$ cat src/rtl/cmhf_pkg.sv
`timescale 1ns / 1ps
// Package for the class-map hole-fill filter: sizes, request and register
// codes, transfer payload structs and internal control structs. No dependencies.
package cmhf_pkg;

    localparam int MAX_WIDTH   = 64;
    localparam int MAX_HEIGHT  = 64;
    localparam int LABEL_BITS  = 8;
    localparam int STORE_DEPTH = MAX_WIDTH * MAX_HEIGHT;
    localparam int ADDR_BITS   = $clog2(STORE_DEPTH);
    localparam int SUM_BITS    = LABEL_BITS + 3;

    localparam int DIM_BITS     = 7;
    localparam int PASS_BITS    = 4;
    localparam int IDX_BITS     = 12;
    localparam int VAL_BITS     = 8;
    localparam int CFG_IDX_BITS = 2;
    localparam int CFG_BITS     = 7;

    localparam logic [DIM_BITS-1:0]  RST_WIDTH  = DIM_BITS'(64);
    localparam logic [DIM_BITS-1:0]  RST_HEIGHT = DIM_BITS'(64);
    localparam logic [PASS_BITS-1:0] RST_PASSES = PASS_BITS'(5);

    typedef enum logic [1:0] {
        REQ_WRITE = 2'd0,
        REQ_RUN   = 2'd1,
        REQ_READ  = 2'd2,
        REQ_NONE  = 2'd3
    } t_req;

    typedef enum logic [CFG_IDX_BITS-1:0] {
        CFG_WIDTH  = 2'd0,
        CFG_HEIGHT = 2'd1,
        CFG_PASSES = 2'd2
    } t_cfg_idx;

    typedef struct packed {
        t_req                  req_type;
        logic [IDX_BITS-1:0]   cell_index;
        logic [VAL_BITS-1:0]   cell_value;
    } t_in_item;

    typedef struct packed {
        logic [VAL_BITS-1:0]   read_value;
        logic                  run_done;
    } t_out_item;

    typedef struct packed {
        logic                  re;
        logic [ADDR_BITS:0]    raddr;
        logic                  we;
        logic [ADDR_BITS:0]    waddr;
        logic [LABEL_BITS-1:0] wdata;
    } t_mem_req;

    typedef struct packed {
        logic [DIM_BITS-1:0]   width;
        logic [DIM_BITS-1:0]   height;
        logic [PASS_BITS-1:0]  passes;
    } t_geom;

    typedef struct packed {
        logic                  done;
        logic                  bank;
    } t_eng_status;

endpackage

$ cat src/rtl/cmhf_pass_engine.sv
`timescale 1ns / 1ps
// Fill-pass sequencer: sweeps the active bank, copies each cell to the other
// bank or refills a zero interior cell from eight neighbor reads through one
// shared adder, then swaps banks. Depends on cmhf_pkg.
module cmhf_pass_engine (
    input  logic                            i_clk,
    input  logic                            i_rst_n,
    input  logic                            i_start,
    input  cmhf_pkg::t_geom                 i_geom,
    input  logic [cmhf_pkg::LABEL_BITS-1:0] i_rdata,
    output cmhf_pkg::t_mem_req              o_mem,
    output cmhf_pkg::t_eng_status           o_status
);
    import cmhf_pkg::*;

    typedef enum logic [3:0] {
        E_IDLE = 4'b0001,
        E_CTR  = 4'b0010,
        E_CHK  = 4'b0100,
        E_NB   = 4'b1000
    } t_eng_state;

    t_eng_state            r_state;
    logic [ADDR_BITS-1:0]  r_addr;
    logic [DIM_BITS-1:0]   r_col;
    logic [DIM_BITS-1:0]   r_row;
    logic                  r_in_map;
    logic [2:0]            r_k;
    logic [SUM_BITS-1:0]   r_acc;
    logic [PASS_BITS-1:0]  r_pass;
    logic                  r_bank;
    logic                  r_done;
    logic                  r_geom_ok;
    t_geom                 r_geom;

    logic                  interior;
    logic                  fill;
    logic                  adv;
    logic                  last_cell;
    logic [SUM_BITS-1:0]   sum;
    logic [2:0]            nb_k;
    logic [ADDR_BITS-1:0]  w_ext;
    logic [ADDR_BITS-1:0]  nb_row;
    logic [ADDR_BITS-1:0]  nb_addr;

    assign interior = r_geom_ok && r_in_map && (r_row != '0)
                   && (r_row != r_geom.height - DIM_BITS'(1))
                   && (r_col != '0) && (r_col != r_geom.width - DIM_BITS'(1));
    assign fill      = (r_state == E_CHK) && interior && (i_rdata == '0);
    assign adv       = ((r_state == E_CHK) && !fill) || ((r_state == E_NB) && (r_k == 3'd7));
    assign last_cell = (r_addr == ADDR_BITS'(STORE_DEPTH - 1));
    assign sum       = r_acc + SUM_BITS'(i_rdata);

    // neighbor order: up-left, up, up-right, left, right, down-left, down, down-right
    assign nb_k  = (r_state == E_CHK) ? 3'd0 : r_k + 3'd1;
    assign w_ext = ADDR_BITS'(r_geom.width);

    always_comb begin
        if (nb_k < 3'd3) begin
            nb_row = r_addr - w_ext;
        end else if (nb_k < 3'd5) begin
            nb_row = r_addr;
        end else begin
            nb_row = r_addr + w_ext;
        end
        case (nb_k)
            3'd0, 3'd3, 3'd5: nb_addr = nb_row - ADDR_BITS'(1);
            3'd2, 3'd4, 3'd7: nb_addr = nb_row + ADDR_BITS'(1);
            default:          nb_addr = nb_row;
        endcase
    end

    always_comb begin
        o_mem.re    = (r_state == E_CTR) || fill || ((r_state == E_NB) && (r_k != 3'd7));
        o_mem.raddr = (r_state == E_CTR) ? {r_bank, r_addr} : {r_bank, nb_addr};
        o_mem.we    = adv;
        o_mem.waddr = {~r_bank, r_addr};
        o_mem.wdata = (r_state == E_CHK) ? i_rdata : LABEL_BITS'(sum >> 3);
    end

    assign o_status.done = r_done;
    assign o_status.bank = r_bank;

    always_ff @(posedge i_clk) begin
        if (!i_rst_n) begin
            r_state <= E_IDLE;
            r_done  <= 1'b0;
            r_bank  <= 1'b0;
        end else begin
            r_done <= 1'b0;
            unique case (r_state)
                E_IDLE: begin
                    if (i_start) begin
                        r_geom    <= i_geom;
                        r_geom_ok <= (i_geom.width >= DIM_BITS'(3))
                                  && (i_geom.height >= DIM_BITS'(3));
                        r_addr    <= '0;
                        r_col     <= '0;
                        r_row     <= '0;
                        r_in_map  <= 1'b1;
                        r_pass    <= '0;
                        if (i_geom.passes == '0) begin
                            r_done <= 1'b1;
                        end else begin
                            r_state <= E_CTR;
                        end
                    end
                end
                E_CTR: begin
                    r_state <= E_CHK;
                end
                E_CHK: begin
                    if (fill) begin
                        r_acc   <= '0;
                        r_k     <= '0;
                        r_state <= E_NB;
                    end
                end
                E_NB: begin
                    r_acc <= sum;
                    r_k   <= r_k + 3'd1;
                end
                default: r_state <= E_IDLE;
            endcase

            if (adv) begin
                if (last_cell) begin
                    r_bank   <= ~r_bank;
                    r_addr   <= '0;
                    r_col    <= '0;
                    r_row    <= '0;
                    r_in_map <= 1'b1;
                    if (r_pass == r_geom.passes - PASS_BITS'(1)) begin
                        r_state <= E_IDLE;
                        r_done  <= 1'b1;
                    end else begin
                        r_pass  <= r_pass + PASS_BITS'(1);
                        r_state <= E_CTR;
                    end
                end else begin
                    r_addr  <= r_addr + ADDR_BITS'(1);
                    r_state <= E_CTR;
                    if (r_col == r_geom.width - DIM_BITS'(1)) begin
                        r_col <= '0;
                        if (r_in_map) begin
                            if (r_row == r_geom.height - DIM_BITS'(1)) begin
                                r_in_map <= 1'b0;
                            end else begin
                                r_row <= r_row + DIM_BITS'(1);
                            end
                        end
                    end else begin
                        r_col <= r_col + DIM_BITS'(1);
                    end
                end
            end
        end
    end

endmodule

$ cat config.mk
export PLATFORM = sky130hd
export DESIGN_NAME = cmhf_pass_engine
export DESIGN_NICKNAME = d
export VERILOG_FILES = /design/src/rtl/cmhf_pkg.sv /design/src/rtl/cmhf_pass_engine.sv
export SDC_FILE = /design/constraint.sdc
export NUM_CORES = 1
export LEC_CHECK = 0
export BUFFER_PORTS_ARGS = -buffer_cell sky130_fd_sc_hd__buf_4
export CAP_MARGIN = 20
export CELL_PAD_IN_SITES_DETAIL_PLACEMENT = 1
export CELL_PAD_IN_SITES_GLOBAL_PLACEMENT = 2
export CORE_MARGIN = 10
export CORE_UTILIZATION = 35
export DETAILED_ROUTE_END_ITERATION = 10
export PLACE_DENSITY = 0.74
export SLEW_MARGIN = 40
export SYNTH_ARGS = -nofsm -noshare
export SYNTH_HDL_FRONTEND = slang
export SYNTH_SLANG_ARGS = --single-unit
$ cat constraint.sdc
create_clock -name i_clk -period 5.3 [get_ports i_clk]
set_input_delay 0.53 -clock i_clk [delete_from_list [all_inputs] [get_ports i_clk]]
set_output_delay 0.53 -clock i_clk [all_outputs]
set_load 0.02 [all_outputs]
# == After elaboration in Yosys (flattened, before gate mapping) ==
# Index checks and enable logic that the tools add are counted.
# totals
out_inout_bits,38
regBits,70
in_bits,29
wordCells,135
# classes
eq_ne,22
mux,51
bitwise_logic,1
magnitude_cmp,4
n_addsub,13
reduce_logical,30
# ops
operator,n
$mux W12,7
$mux W7,12
$mux W4,10
$add A12 B1 Y12 const B,2
$pmux W12 S2,1
$pmux W11 S2,1
$pmux W4 S4,1
$add A7 B1 Y7 const B,2
$eq A7 B7 Y1,2
$ge A7 B2 Y1 const B,2
$ne A7 B7 Y1,2
$reduce_bool A7 Y1,2
$sub A7 B1 Y7 const B,2
$mux W1,13
$add A12 B7 Y12,1
$eq A12 B12 Y1 const B,1
$eq A3 B3 Y1 const B,4
$ne A3 B3 Y1 const B,4
$sub A12 B1 Y12 const B,1
$sub A12 B7 Y12,1
$add A11 B8 Y11,1
$logic_and A1 B1 Y1,11
$mux W11,1
$reduce_and A3 Y1,3
other kinds (26),34

# == Longest topological paths before layout ==
# Gate-level depths: netlist of run 1.
# logic_depth
ltp_word,12
depth_mapped,19
depth_no_buf,19

# == Worst setup path before layout of run 1 ==
# OpenSTA, ideal clock, no wires.
# synth_timing
path_kind,register to output
start,register r_k[0]
end,output port o_mem[33] in the netlist's numbering
path_buffers,1
t_required_ns,4.770
setup_slack_ns,0.533
path_stages_with_launch,16
t_arrival_ns,4.237
path_cell_list,edfxtp_1 -> ha_1 -> ha_1 -> clkbuf_1 -> xor2_1 -> nand2_1 -> a21oi_1 -> inv_1 -> ha_1 -> and3_1 -> and3_1 -> a32o_1 -> a221oi_1 -> a211o_1 -> nand4_1 -> a2111oi_2
# synth_lines
item,line,text
start: declaration,cmhf_pass_engine.sv:28,logic [2:0] r_k;
start signal: assignment,cmhf_pass_engine.sv:121,r_k <= r_k + 3'd1;
end: declaration,cmhf_pass_engine.sv:11,"output cmhf_pkg::t_mem_req o_mem,"

==> results of run 1 <==
[layer usage]
| layer | track usage (%) | part of all wire (%) | vias to the layer above |
|---|---|---|---|
| met5 | 0 | 0 | - |
| met4 | 4.12 | 1.1 | 0 |
| met3 | 2.94 | 4.1 | 15 |
| met2 | 25.5 | 47 | 74 |
| met1 | 20.1 | 48 | 2494 |
| li1 | - | - | 2528 |
[logic make-up after synthesis]
family / count (synthesis)
adders and majority gates: 49
AOI/OAI and AO/OA: 161
muxes: 5
DFF: 70
xor gates and xnor gates: 58
buffers and inverters: 64
and+or+nand+nor: 247
[power by group through the flow]
stage	clock network (W)	registers, W	logic, W
after CTS	0.000655	0.000704	0.000670
after global routing	0.000679	0.000713	0.000746
final	0.000642	0.000704	0.000674
after floorplan	0	0.000700	0.000449
after global placement	0	0.000713	0.000646
after detailed placement	0	0.000715	0.000666
[timing repair]
action                                  in CTS  in global routing
endpoints found under the setup margin       0                  3
buffers inserted                             0                  2
gates resized for setup                      0                 15
[cells in the mapped netlist, types with 7 or more instances]
master and number:
nand4_1 9, a31oi_1 11, edfxtp_1 64, o21ai_0 33, a21oi_1 40, clkbuf_1 17
nor3_1 20, and3_1 13, nor2_1 73, inv_1 42, nor2b_1 12, and2_1 8
a21o_1 11, nand2_1 44, ha_1 45, xor2_1 26, nand3_1 24, xnor2_1 32
or3_1 7, o22ai_1 10
[registers in the layout, indices dropped and copies added (netlist names), 3 cells and up]
| name | flops |
|---|---|
| r_geom | 18 |
| r_addr | 12 |
| r_acc | 11 |
| r_col | 7 |
| r_row | 7 |
| r_pass | 4 |
| r_state | 4 |
| r_k | 3 |
[critical path, delay by kind of cell, from the launching register on]
family          cells  cell delay, ps
flops               1             500
simple gates        2             200
compound gates     12            2220
fa+ha+maj           3             940
buf+inv             2             260
[worst paths after layout]
kind         startpoint   endpoint  slack (ps)
max          r_geom[11]  o_mem[33]         320
min           i_geom[1]  r_geom[1]         380
max reg2reg  r_geom[12]   r_row[1]        1680
min reg2reg   r_acc[10]  r_acc[10]         630
[metrics by stage]
step,std cells,TNS [ps],hold slack (ps),util (%)
floorplan,654,0,571,-
global placement,930,0,590,40.1
detailed placement,930,0,619,40.2
CTS,946,0,365,42.1
global route,948,-16.3,363,42.5
finish,948,0,378,42.5
[cell type report]
type                    instances  area share (%)
multi-input cells             520            51.6
flip-flops and latches         70            29.2
well taps                     220            3.93
repair buffers                 80            8.58
inverters                      42            2.25
clock buffers                  12            3.38
clock inverters                 4            1.04
==> run metrics, run 1 <==
status=completed; NetSw=around 0.00067 W; Final Hold Viols=0; clk_skew=slightly above 9 ps; wire per inst=between 15 and 20 um; Site Rows=47; Flop pwr share=a little over a third; Core Region=16500 um^2; Slew HR=a little over two fifths; largest net degree at the start of global routing=21; Pint=~0.0014 W; die area=between 20000 and 25000 um^2; Mapped Avg Cell Area=roughly 8.9 um^2; final setup margin=between 300 and 400 ps; most frequent cells in the layout=80 x buf_4, 73 x nor2_1, 64 x edfxtp_1; Cell Area, Synth=5840 um^2; First-pass DRT Iterations=4; H-Tree Depth=3; worst path cell trace=ha_2 -> inv_1 -> fa_1 -> a21o_1 -> a21oi_2 -> o21bai_1 -> a21oi_2 -> nor2_1 -> a211oi_2 -> o22a_1 -> ha_2 -> a21o_1 -> a21oi_1 -> o21ai_1 -> a221o_1 -> o211ai_1 -> nand4_1 -> a2111oi_2 -> buf_4; Clock Sinks=70; Placer Congestion=between 0.8 and 0.9; largest area contributor in the netlist=edfxtp_1; Worst path slowest cell=edfxtp_1; Worst Tran Pin Value=~850 ps; flops & latches, synth=70; top-area cell type share of the netlist area=around 33%; critical path's largest stage delay=500 ps; Cell Pwr Density=about 290 nW/um^2; quantity of hold-fixing buffers added after cts=0; Clock Latency Late Sink=~340 ps; mux contribution to synthesized area=less than 1%; CTS tree=built; highest clock rate=approximately 200 MHz; worst hold path class=primary input to flop; Worst Setup Start Kind=flop; vias in the first global route=5462; Final ANT Viol Nets=0; post-synthesis cell type count=66; initial antenna violation count=0; GRT overflow=0; initial DRC count=260; Comb power frac=between 30% and 40%; layout cells sized above 1=~18%; Hold Crit Depth=1; Placed Area=about 6600 um^2; adder-cell area share of the yosys netlist=around 11%; Seq/Total Area, Yosys=35.0%; Via Count=roughly 5100; fin nets=between 800 and 900; Post-synth EDFFs=64; syn nets=around 730; main combinational cell family by area after synthesis=simple AND/OR/NAND/NOR gates; Compound-Gate Fraction of Synth Area=between 15 and 20%; Critical Path Sink Type=output port; Die Height=149 um; drc violations=0; top_reg_cell synth=edfxtp_1; xor/xnor cell area share of the yosys netlist=8.70%; async set or reset register ratio after synthesis=0%; I/O Pins=67; Yosys Warn Count=0; CTS max path bufs=2; R2R depth=10; Switching Share=roughly a third; clk root buf=clkbuf_16; vias per cell=~5.4; CP arrival=4450 ps; Max VDD drop=about 0.00018 V; Antenna Cells=0; Synth Area in Simple Gates=roughly 22%; Crit Path Category=flop to output port; Initial Util=35.4%; total track usage=about 15%; Critical Path Fanout Max=6; max_cap viols=0; clock power share=between 30% and 40%; area delta synth->final=19.9%; PortBufs=66; commonest non-fill, non-tap cell in the layout=buf_4; worst path required time=roughly 4800 ps; leak pwr=between 2 and 3 nW; # fillers=1947; clk slew on worst S/H paths=~60 ps; final slew viol count=0; fin area=about 7000 um^2; overall power=0.00202 W; sequential standard cell area=about 2000 um^2; first-pass GRT wire length=around 28 mm; Mapped Cells=roughly 650; die width=~150 um; final wirelength=around 17 mm; final setup violating endpoints=0; cts bufs inserted=9; fin crit period=approximately 5000 ps; pre-CTS setup slack=between 400 and 500 ps; synth top area cells=edfxtp_1 33%, ha_1 9.6%, xnor2_1 4.8%; Final Cycle Share=between 90% and 100%; Multi-input gate area=approximately 3600 um^2; hpwl dp=about 14 mm
Power figures use the tool's default switching activity.
==> run 2: changes to the inputs <==
Settings changed: CTS_CLUSTER_DIAMETER from default to 40, MAX_ROUTING_LAYER from default to met4.
==> run 2 against run 1 <==
Global-route usage up 0.45 points. First-iteration DRC count decreased by 2.3%. Utilization unchanged. Cell count stayed put. Combinational power barely moved. Count of clock-buffer cells in the layout is the same. Flip-flop and latch count did not move. Clock power barely moved. Clock skew is 1.3 ps lower. Sequential share of layout area is the same. Largest power group unchanged. Sequential power is essentially flat.
==> run metrics, run 2 (synthesized netlist as in run 1, its figures left out) <==
flop2flop setup slack=1680 ps (about the same); CTS tree=built (unchanged); quantity of hold-fixing buffers added after cts=0 (unchanged); final setup violating endpoints=0 (unchanged); Cell Pwr Density=289 nW/um^2 (about the same); Clock Sinks=70 (unchanged); H-Tree Depth=3 (unchanged); I/O Pins=67 (unchanged); fin nets=801 (unchanged); Flop pwr share=34.9% (was 34.8%); Crit Path Category=flop to output port (unchanged); Placed Cells incl. Taps=930 (unchanged); cts bufs inserted=9 (unchanged); die width=149 um (unchanged); highest clock rate=201 MHz (about the same); clock power share=31.7% (was 31.8%); hpwl dp=13.6 mm (unchanged); Critical Path Sink Type=output port (unchanged); total track usage=15.8% (was 15.4%); Slew HR=43.2% (was 42.8%); initial antenna violation count=0 (unchanged); most frequent cells in the layout=80 x buf_4, 73 x nor2_1, 64 x edfxtp_1 (unchanged); wire per inst=18.0 um (about the same); Comb power frac=33.4% (about the same); NetSw=0.000667 W (about the same); overall power=0.00202 W (about the same); drc violations=0 (unchanged); status=completed (unchanged); leak pwr=2.79 nW (unchanged); commonest non-fill, non-tap cell in the layout=buf_4 (unchanged); PortBufs=66 (unchanged); max reg flops=18 (unchanged); Pint=0.00135 W (about the same); largest net degree at the start of global routing=21 (unchanged); clk_skew=7.94 ps (was 9.26 ps); Final ANT Viol Nets=0 (unchanged); CTS max path bufs=2 (unchanged); Site Rows=47 (unchanged); Core Region=16500 um^2 (unchanged); First-pass DRT Iterations=4 (unchanged); fin area=7000 um^2 (unchanged); clk slew on worst S/H paths=60 ps (about the same); vias in the first global route=5460 (was 5462); Switching Share=33.0% (about the same); die area=22200 um^2 (unchanged); initial DRC count=254 (was 260); worst path required time=4770 ps (about the same); max_cap viols=0 (unchanged); Placer Congestion=0.847 (was 0.836); Placed Area=6620 um^2 (unchanged); Final Hold Viols=0 (unchanged); first-pass GRT wire length=28.0 mm (about the same); area delta synth->final=19.9% (unchanged); fin cells=948 (unchanged); Top reg by flops=r_geom (unchanged); CP arrival=4440 ps (was 4450 ps); Clock Latency Late Sink=330 ps (was 340 ps); Die Height=149 um (unchanged); largest registers=r_geom x18, r_addr x12, r_acc x11 (unchanged); Antenna Cells=0 (unchanged); layout cells sized above 1=17.7% (unchanged); Worst Setup Start Kind=flop (unchanged); Initial Util=35.4% (unchanged); final wirelength=17.1 mm (was 17.0 mm); vias per cell=5.39 (about the same); Critical Path Fanout Max=6 (unchanged); Via Count=5109 (was 5111); Worst Tran Pin Value=840 ps (was 846 ps); clk root buf=clkbuf_16 (unchanged); total negative slack=0 ps (unchanged); Max VDD drop=0.000185 V (was 0.000184 V); Final Cycle Share=93.8% (was 93.9%); final slew viol count=0 (unchanged); fin crit period=4970 ps (was 4980 ps); worst hold margin=380 ps (was 378 ps); GRT overflow=0 (unchanged); worst hold path class=primary input to flop (unchanged)
==> run 2: cell counts in the layout (fill, tap and decap cells not counted) <==
No cell type changed its count.
==> run 2: routing by layer <==
metal	vias to the layer above	wire length, um	global-route usage, %
met5	-	0	-
met3	11	507	2.55
met1	2500	8320	20.3
met4	0	129	4.12
met2	70	8120	25.4
li1	2528	-	-
==> run 2: worst paths after layout <==
kind | start | to | depth (start not counted)
worst max-delay path | r_geom[11] | o_mem[33] | 19
worst min-delay path | i_geom[1] | r_geom[1] | 1
worst max register to register | r_geom[12] | r_row[1] | 10
worst min register to register | r_acc[10] | r_acc[10] | 2
==> run 2: power groups by stage <==
stage	combinational, W	sequential (W)	clock [W]
floorplan	0.000449	0.000700	0
global placement	0.000646	0.000713	0
detailed placement	0.000666	0.000715	0
CTS	0.000670	0.000704	0.000655
global route	0.000746	0.000712	0.000680
finish	0.000674	0.000704	0.000641
==> run 2: worst max-delay path, cell delays in order (launching register included) <==
cell,delay [ps]
edfxtp_1,500
ha_2,220
inv_1,60
fa_1,410
a21o_1,180
a21oi_2,180
o21bai_1,120
a21oi_2,170
nor2_1,60
a211oi_2,210
o22a_1,190
ha_2,310
a21o_1,190
a21oi_1,150
o21ai_1,100
a221o_1,330
o211ai_1,90
nand4_1,130
a2111oi_2,300
buf_4,200
==> run 2: timing repair <==
item                                    4_1_cts  5_1_grt
gates resized for setup                       0       15
setup buffers                                 0        2
endpoints found under the setup margin        0        3
hold endpoints to repair                      0        0
==> run 2: layout make-up <==
type                    count  area (um^2)
multi-input cells         520         3610
flip-flops and latches     70         2040
clock inverters             4         72.6
clock buffers              12          236
repair buffers             80          601
inverters                  42          158
fillers                  1947         9470
well taps                 220          275
==> run 2: through the flow <==
step,util [%],worst slack (ps)
3_3_place_gp,40.1,587
4_1_cts,42.1,77.8
5_1_grt,42.5,-7.05
3_5_place_dp,40.2,444
6_report,42.5,326
2_1_floorplan,-,533
==> run 3: changes to the inputs <==
Settings changed: CELL_PAD_IN_SITES_GLOBAL_PLACEMENT 2 to 1, PLACE_DENSITY 0.74 to 0.61.
Clock period 5.3 ns to 5.2 ns, I/O delays scaled along.
==> run 3 against run 2 <==
Final area is 0.36% higher. Die area stayed put. Critical path depth is 2 lower. Largest cell class unchanged. Largest power group unchanged.
==> run metrics, run 3 (synthesized netlist as in run 1, its figures left out) <==
crit path buf inv count=2 (unchanged); fin nets=802 (was 801); final setup violating endpoints=0 (unchanged); Slew HR=54.1% (was 43.2%); Final Hold Viols=0 (unchanged); initial DRC count=214 (was 254); Endpoint, Worst Hold=r_geom[2] (was r_geom[1]); Site Rows=47 (unchanged); drc violations=0 (unchanged); Hold Crit Depth=1 (unchanged); hpwl dp=13.6 mm (about the same); setup repair after global routing missed its margin=true; cts bufs inserted=9 (unchanged); fin crit period=slightly below 5000 ps; H-Tree Depth=3 (unchanged); Antenna Cells=0 (unchanged); clk_skew=11.1 ps (was 7.94 ps); CP arrival=4430 ps (was 4440 ps); PortBufs=66 (unchanged); worst path cell trace=buf_4 -> ha_1 -> fa_1 -> a21oi_1 -> o21bai_1 -> a21o_1 -> a221o_1 -> a31oi_2 -> xnor2_1 -> ha_1 -> nand2_1 -> o21ai_1 -> a221o_1 -> o211ai_1 -> nand4_1 -> a2111oi_2 -> buf_4 (was ha_2 -> inv_1 -> fa_1 -> a21o_1 -> a21oi_2 -> o21bai_1 -> a21oi_2 -> nor2_1 -> a211oi_2 -> o22a_1 -> ha_2 -> a21o_1 -> a21oi_1 -> o21ai_1 -> a221o_1 -> o211ai_1 -> nand4_1 -> a2111oi_2 -> buf_4); Final Cycle Share=approximately 95%; worst hold path class=primary input to flop (unchanged); clk slew on worst S/H paths=60 ps (about the same); max reg flops=18 (unchanged); R2R depth=11 (was 10); overall power=0.00205 W (was 0.00202 W); CTS max path bufs=2 (unchanged); Multi-input gate area=3630 um^2 (was 3610 um^2); most frequent cells in the layout=81 x buf_4, 73 x nor2_1, 64 x edfxtp_1 (was 80 x buf_4, 73 x nor2_1, 64 x edfxtp_1); CTS tree=built (unchanged); # fillers=1932 (was 1947); pre-CTS setup slack=396 ps (was 444 ps); Core Region=16500 um^2 (unchanged); first-pass GRT wire length=28.4 mm (was 28.0 mm); Cell Pwr Density=292 nW/um^2 (was 289 nW/um^2); DR top layer=met4 (unchanged); Die Height=149 um (unchanged); largest registers=r_geom x18, r_addr x12, r_acc x11 (unchanged); initial antenna violation count=0 (unchanged); Critical Path Fanout Max=8 (was 6); leak pwr=2.80 nW (was 2.79 nW); Clock Sinks=70 (unchanged); largest net degree at the start of global routing=21 (unchanged); quantity of hold-fixing buffers added after cts=0 (unchanged); Critical Path Sink Type=output port (unchanged); critical path's largest stage delay=440 ps (was 500 ps); wire per inst=18.1 um (was 18.0 um); Top reg by flops=r_geom (unchanged); First-pass DRT Iterations=4 (unchanged); Clock Latency Late Sink=340 ps (was 330 ps); layout cells sized above 1=18.0% (was 17.7%); commonest non-fill, non-tap cell in the layout=buf_4 (unchanged); final wirelength=17.2 mm (was 17.1 mm); Via Count=5135 (was 5109); met3 routed WL=485 um (was 507 um); final setup margin=246 ps (was 326 ps); hold wc startpoint=i_geom[2] (was i_geom[1]); vias in the first global route=5464 (was 5460); Placer Congestion=0.861 (was 0.847); max_cap viols=0 (unchanged); GRT overflow=0 (unchanged); Worst Setup Start Kind=flop (unchanged); Final ANT Viol Nets=0 (unchanged); die width=149 um (unchanged); Worst Tran Pin Value=682 ps (was 840 ps); I/O Pins=67 (unchanged); total track usage=16.0% (was 15.8%); worst hold margin=364 ps (was 380 ps); r2r endpoint=r_col[5] (was r_row[1]); area delta synth->final=20.3% (was 19.9%); total negative slack=0 ps (unchanged); sequential standard cell area=2040 um^2 (unchanged); Crit Path Category=flop to output port (unchanged); highest clock rate=~200 MHz; met2 WL=8.10 mm (was 8.12 mm); die area=22200 um^2 (unchanged); wire length on met1=8.36 mm (was 8.32 mm); status=completed (unchanged); vias per cell=5.41 (was 5.39); Worst path top cell family by delay=compound AO/OA/AOI/OAI gates (unchanged); worst reg2reg startpoint=r_geom[11] (was r_geom[12]); flop2flop setup slack=1540 ps (was 1680 ps); worst path required time=4680 ps (was 4770 ps); Max VDD drop=0.000178 V (was 0.000185 V); clk root buf=clkbuf_16 (unchanged); final slew viol count=0 (unchanged); Initial Util=35.4% (unchanged); Worst path slowest cell=fa_1 (was edfxtp_1)
==> run 3: cell count changes in the layout (fill, tap and decap cells not counted), sizes merged <==
cell / change
bufinv: -1
clkinv: +1
clkinvlp: -1
buf: +1
clkbuf: +1
==> run 3: where the power goes <==
part           internal, W  switching, W  total [W]
clock             0.000398      0.000245   0.000643
sequential        0.000659     0.0000593   0.000719
combinational     0.000302      0.000385   0.000687
==> run 3: worst max path at each step <==
| stage | slack [ps] | startpoint | end | depth (start not counted) |
|---|---|---|---|---|
| after floorplan | 440 | r_k[0] | o_mem[33] | 15 |
| after global placement | 560 | r_geom[11] | o_mem[33] | 19 |
| after detailed placement | 400 | r_geom[11] | o_mem[33] | 19 |
| after CTS | 30 | r_geom[11] | o_mem[33] | 19 |
| after global routing | -30 | r_addr[0] | o_mem[33] | 17 |
| final | 250 | r_addr[0] | o_mem[33] | 17 |
==> run 3: worst reg2reg max path: stages, from the launching register on <==
cell,delay (ps)
edfxtp_1,510
buf_4,200
inv_1,50
ha_1,210
nor3b_1,240
xnor2_1,150
nand4_1,150
or4_1,550
a21oi_1,450
nor2_2,190
a21boi_2,330
buf_4,310
==> run 3: layer usage <==
metal | track usage, % | up-vias
li1 | - | 2535
met1 | 20.2 | 2500
met2 | 25.8 | 82
met3 | 2.61 | 18
met4 | 4.86 | 0
met5 | - | -
==> run 3: per-stage QoR <==
stage	utilization, %	instances	cell area, um^2
finish	42.6	949	7020
CTS	42.1	946	6930
global placement	40.2	930	6610
detailed placement	40.2	930	6630
floorplan	-	654	5840
global route	42.6	949	7020
==> run 3: timing repair <==
item | 4_1_cts | 5_1_grt
endpoints found under the setup margin | 0 | 5
setup buffers | 0 | 3
gates resized for setup | 0 | 14
==> run 3: cell type report <==
type / instances / area share (%)
multi-input combinational: 520 / 51.8
sequential: 70 / 29.1
timing repair buffer: 81 / 8.66
tap: 220 / 3.92
clock buffer: 13 / 3.71
inverter: 42 / 2.25
clock inverter: 3 / 0.624
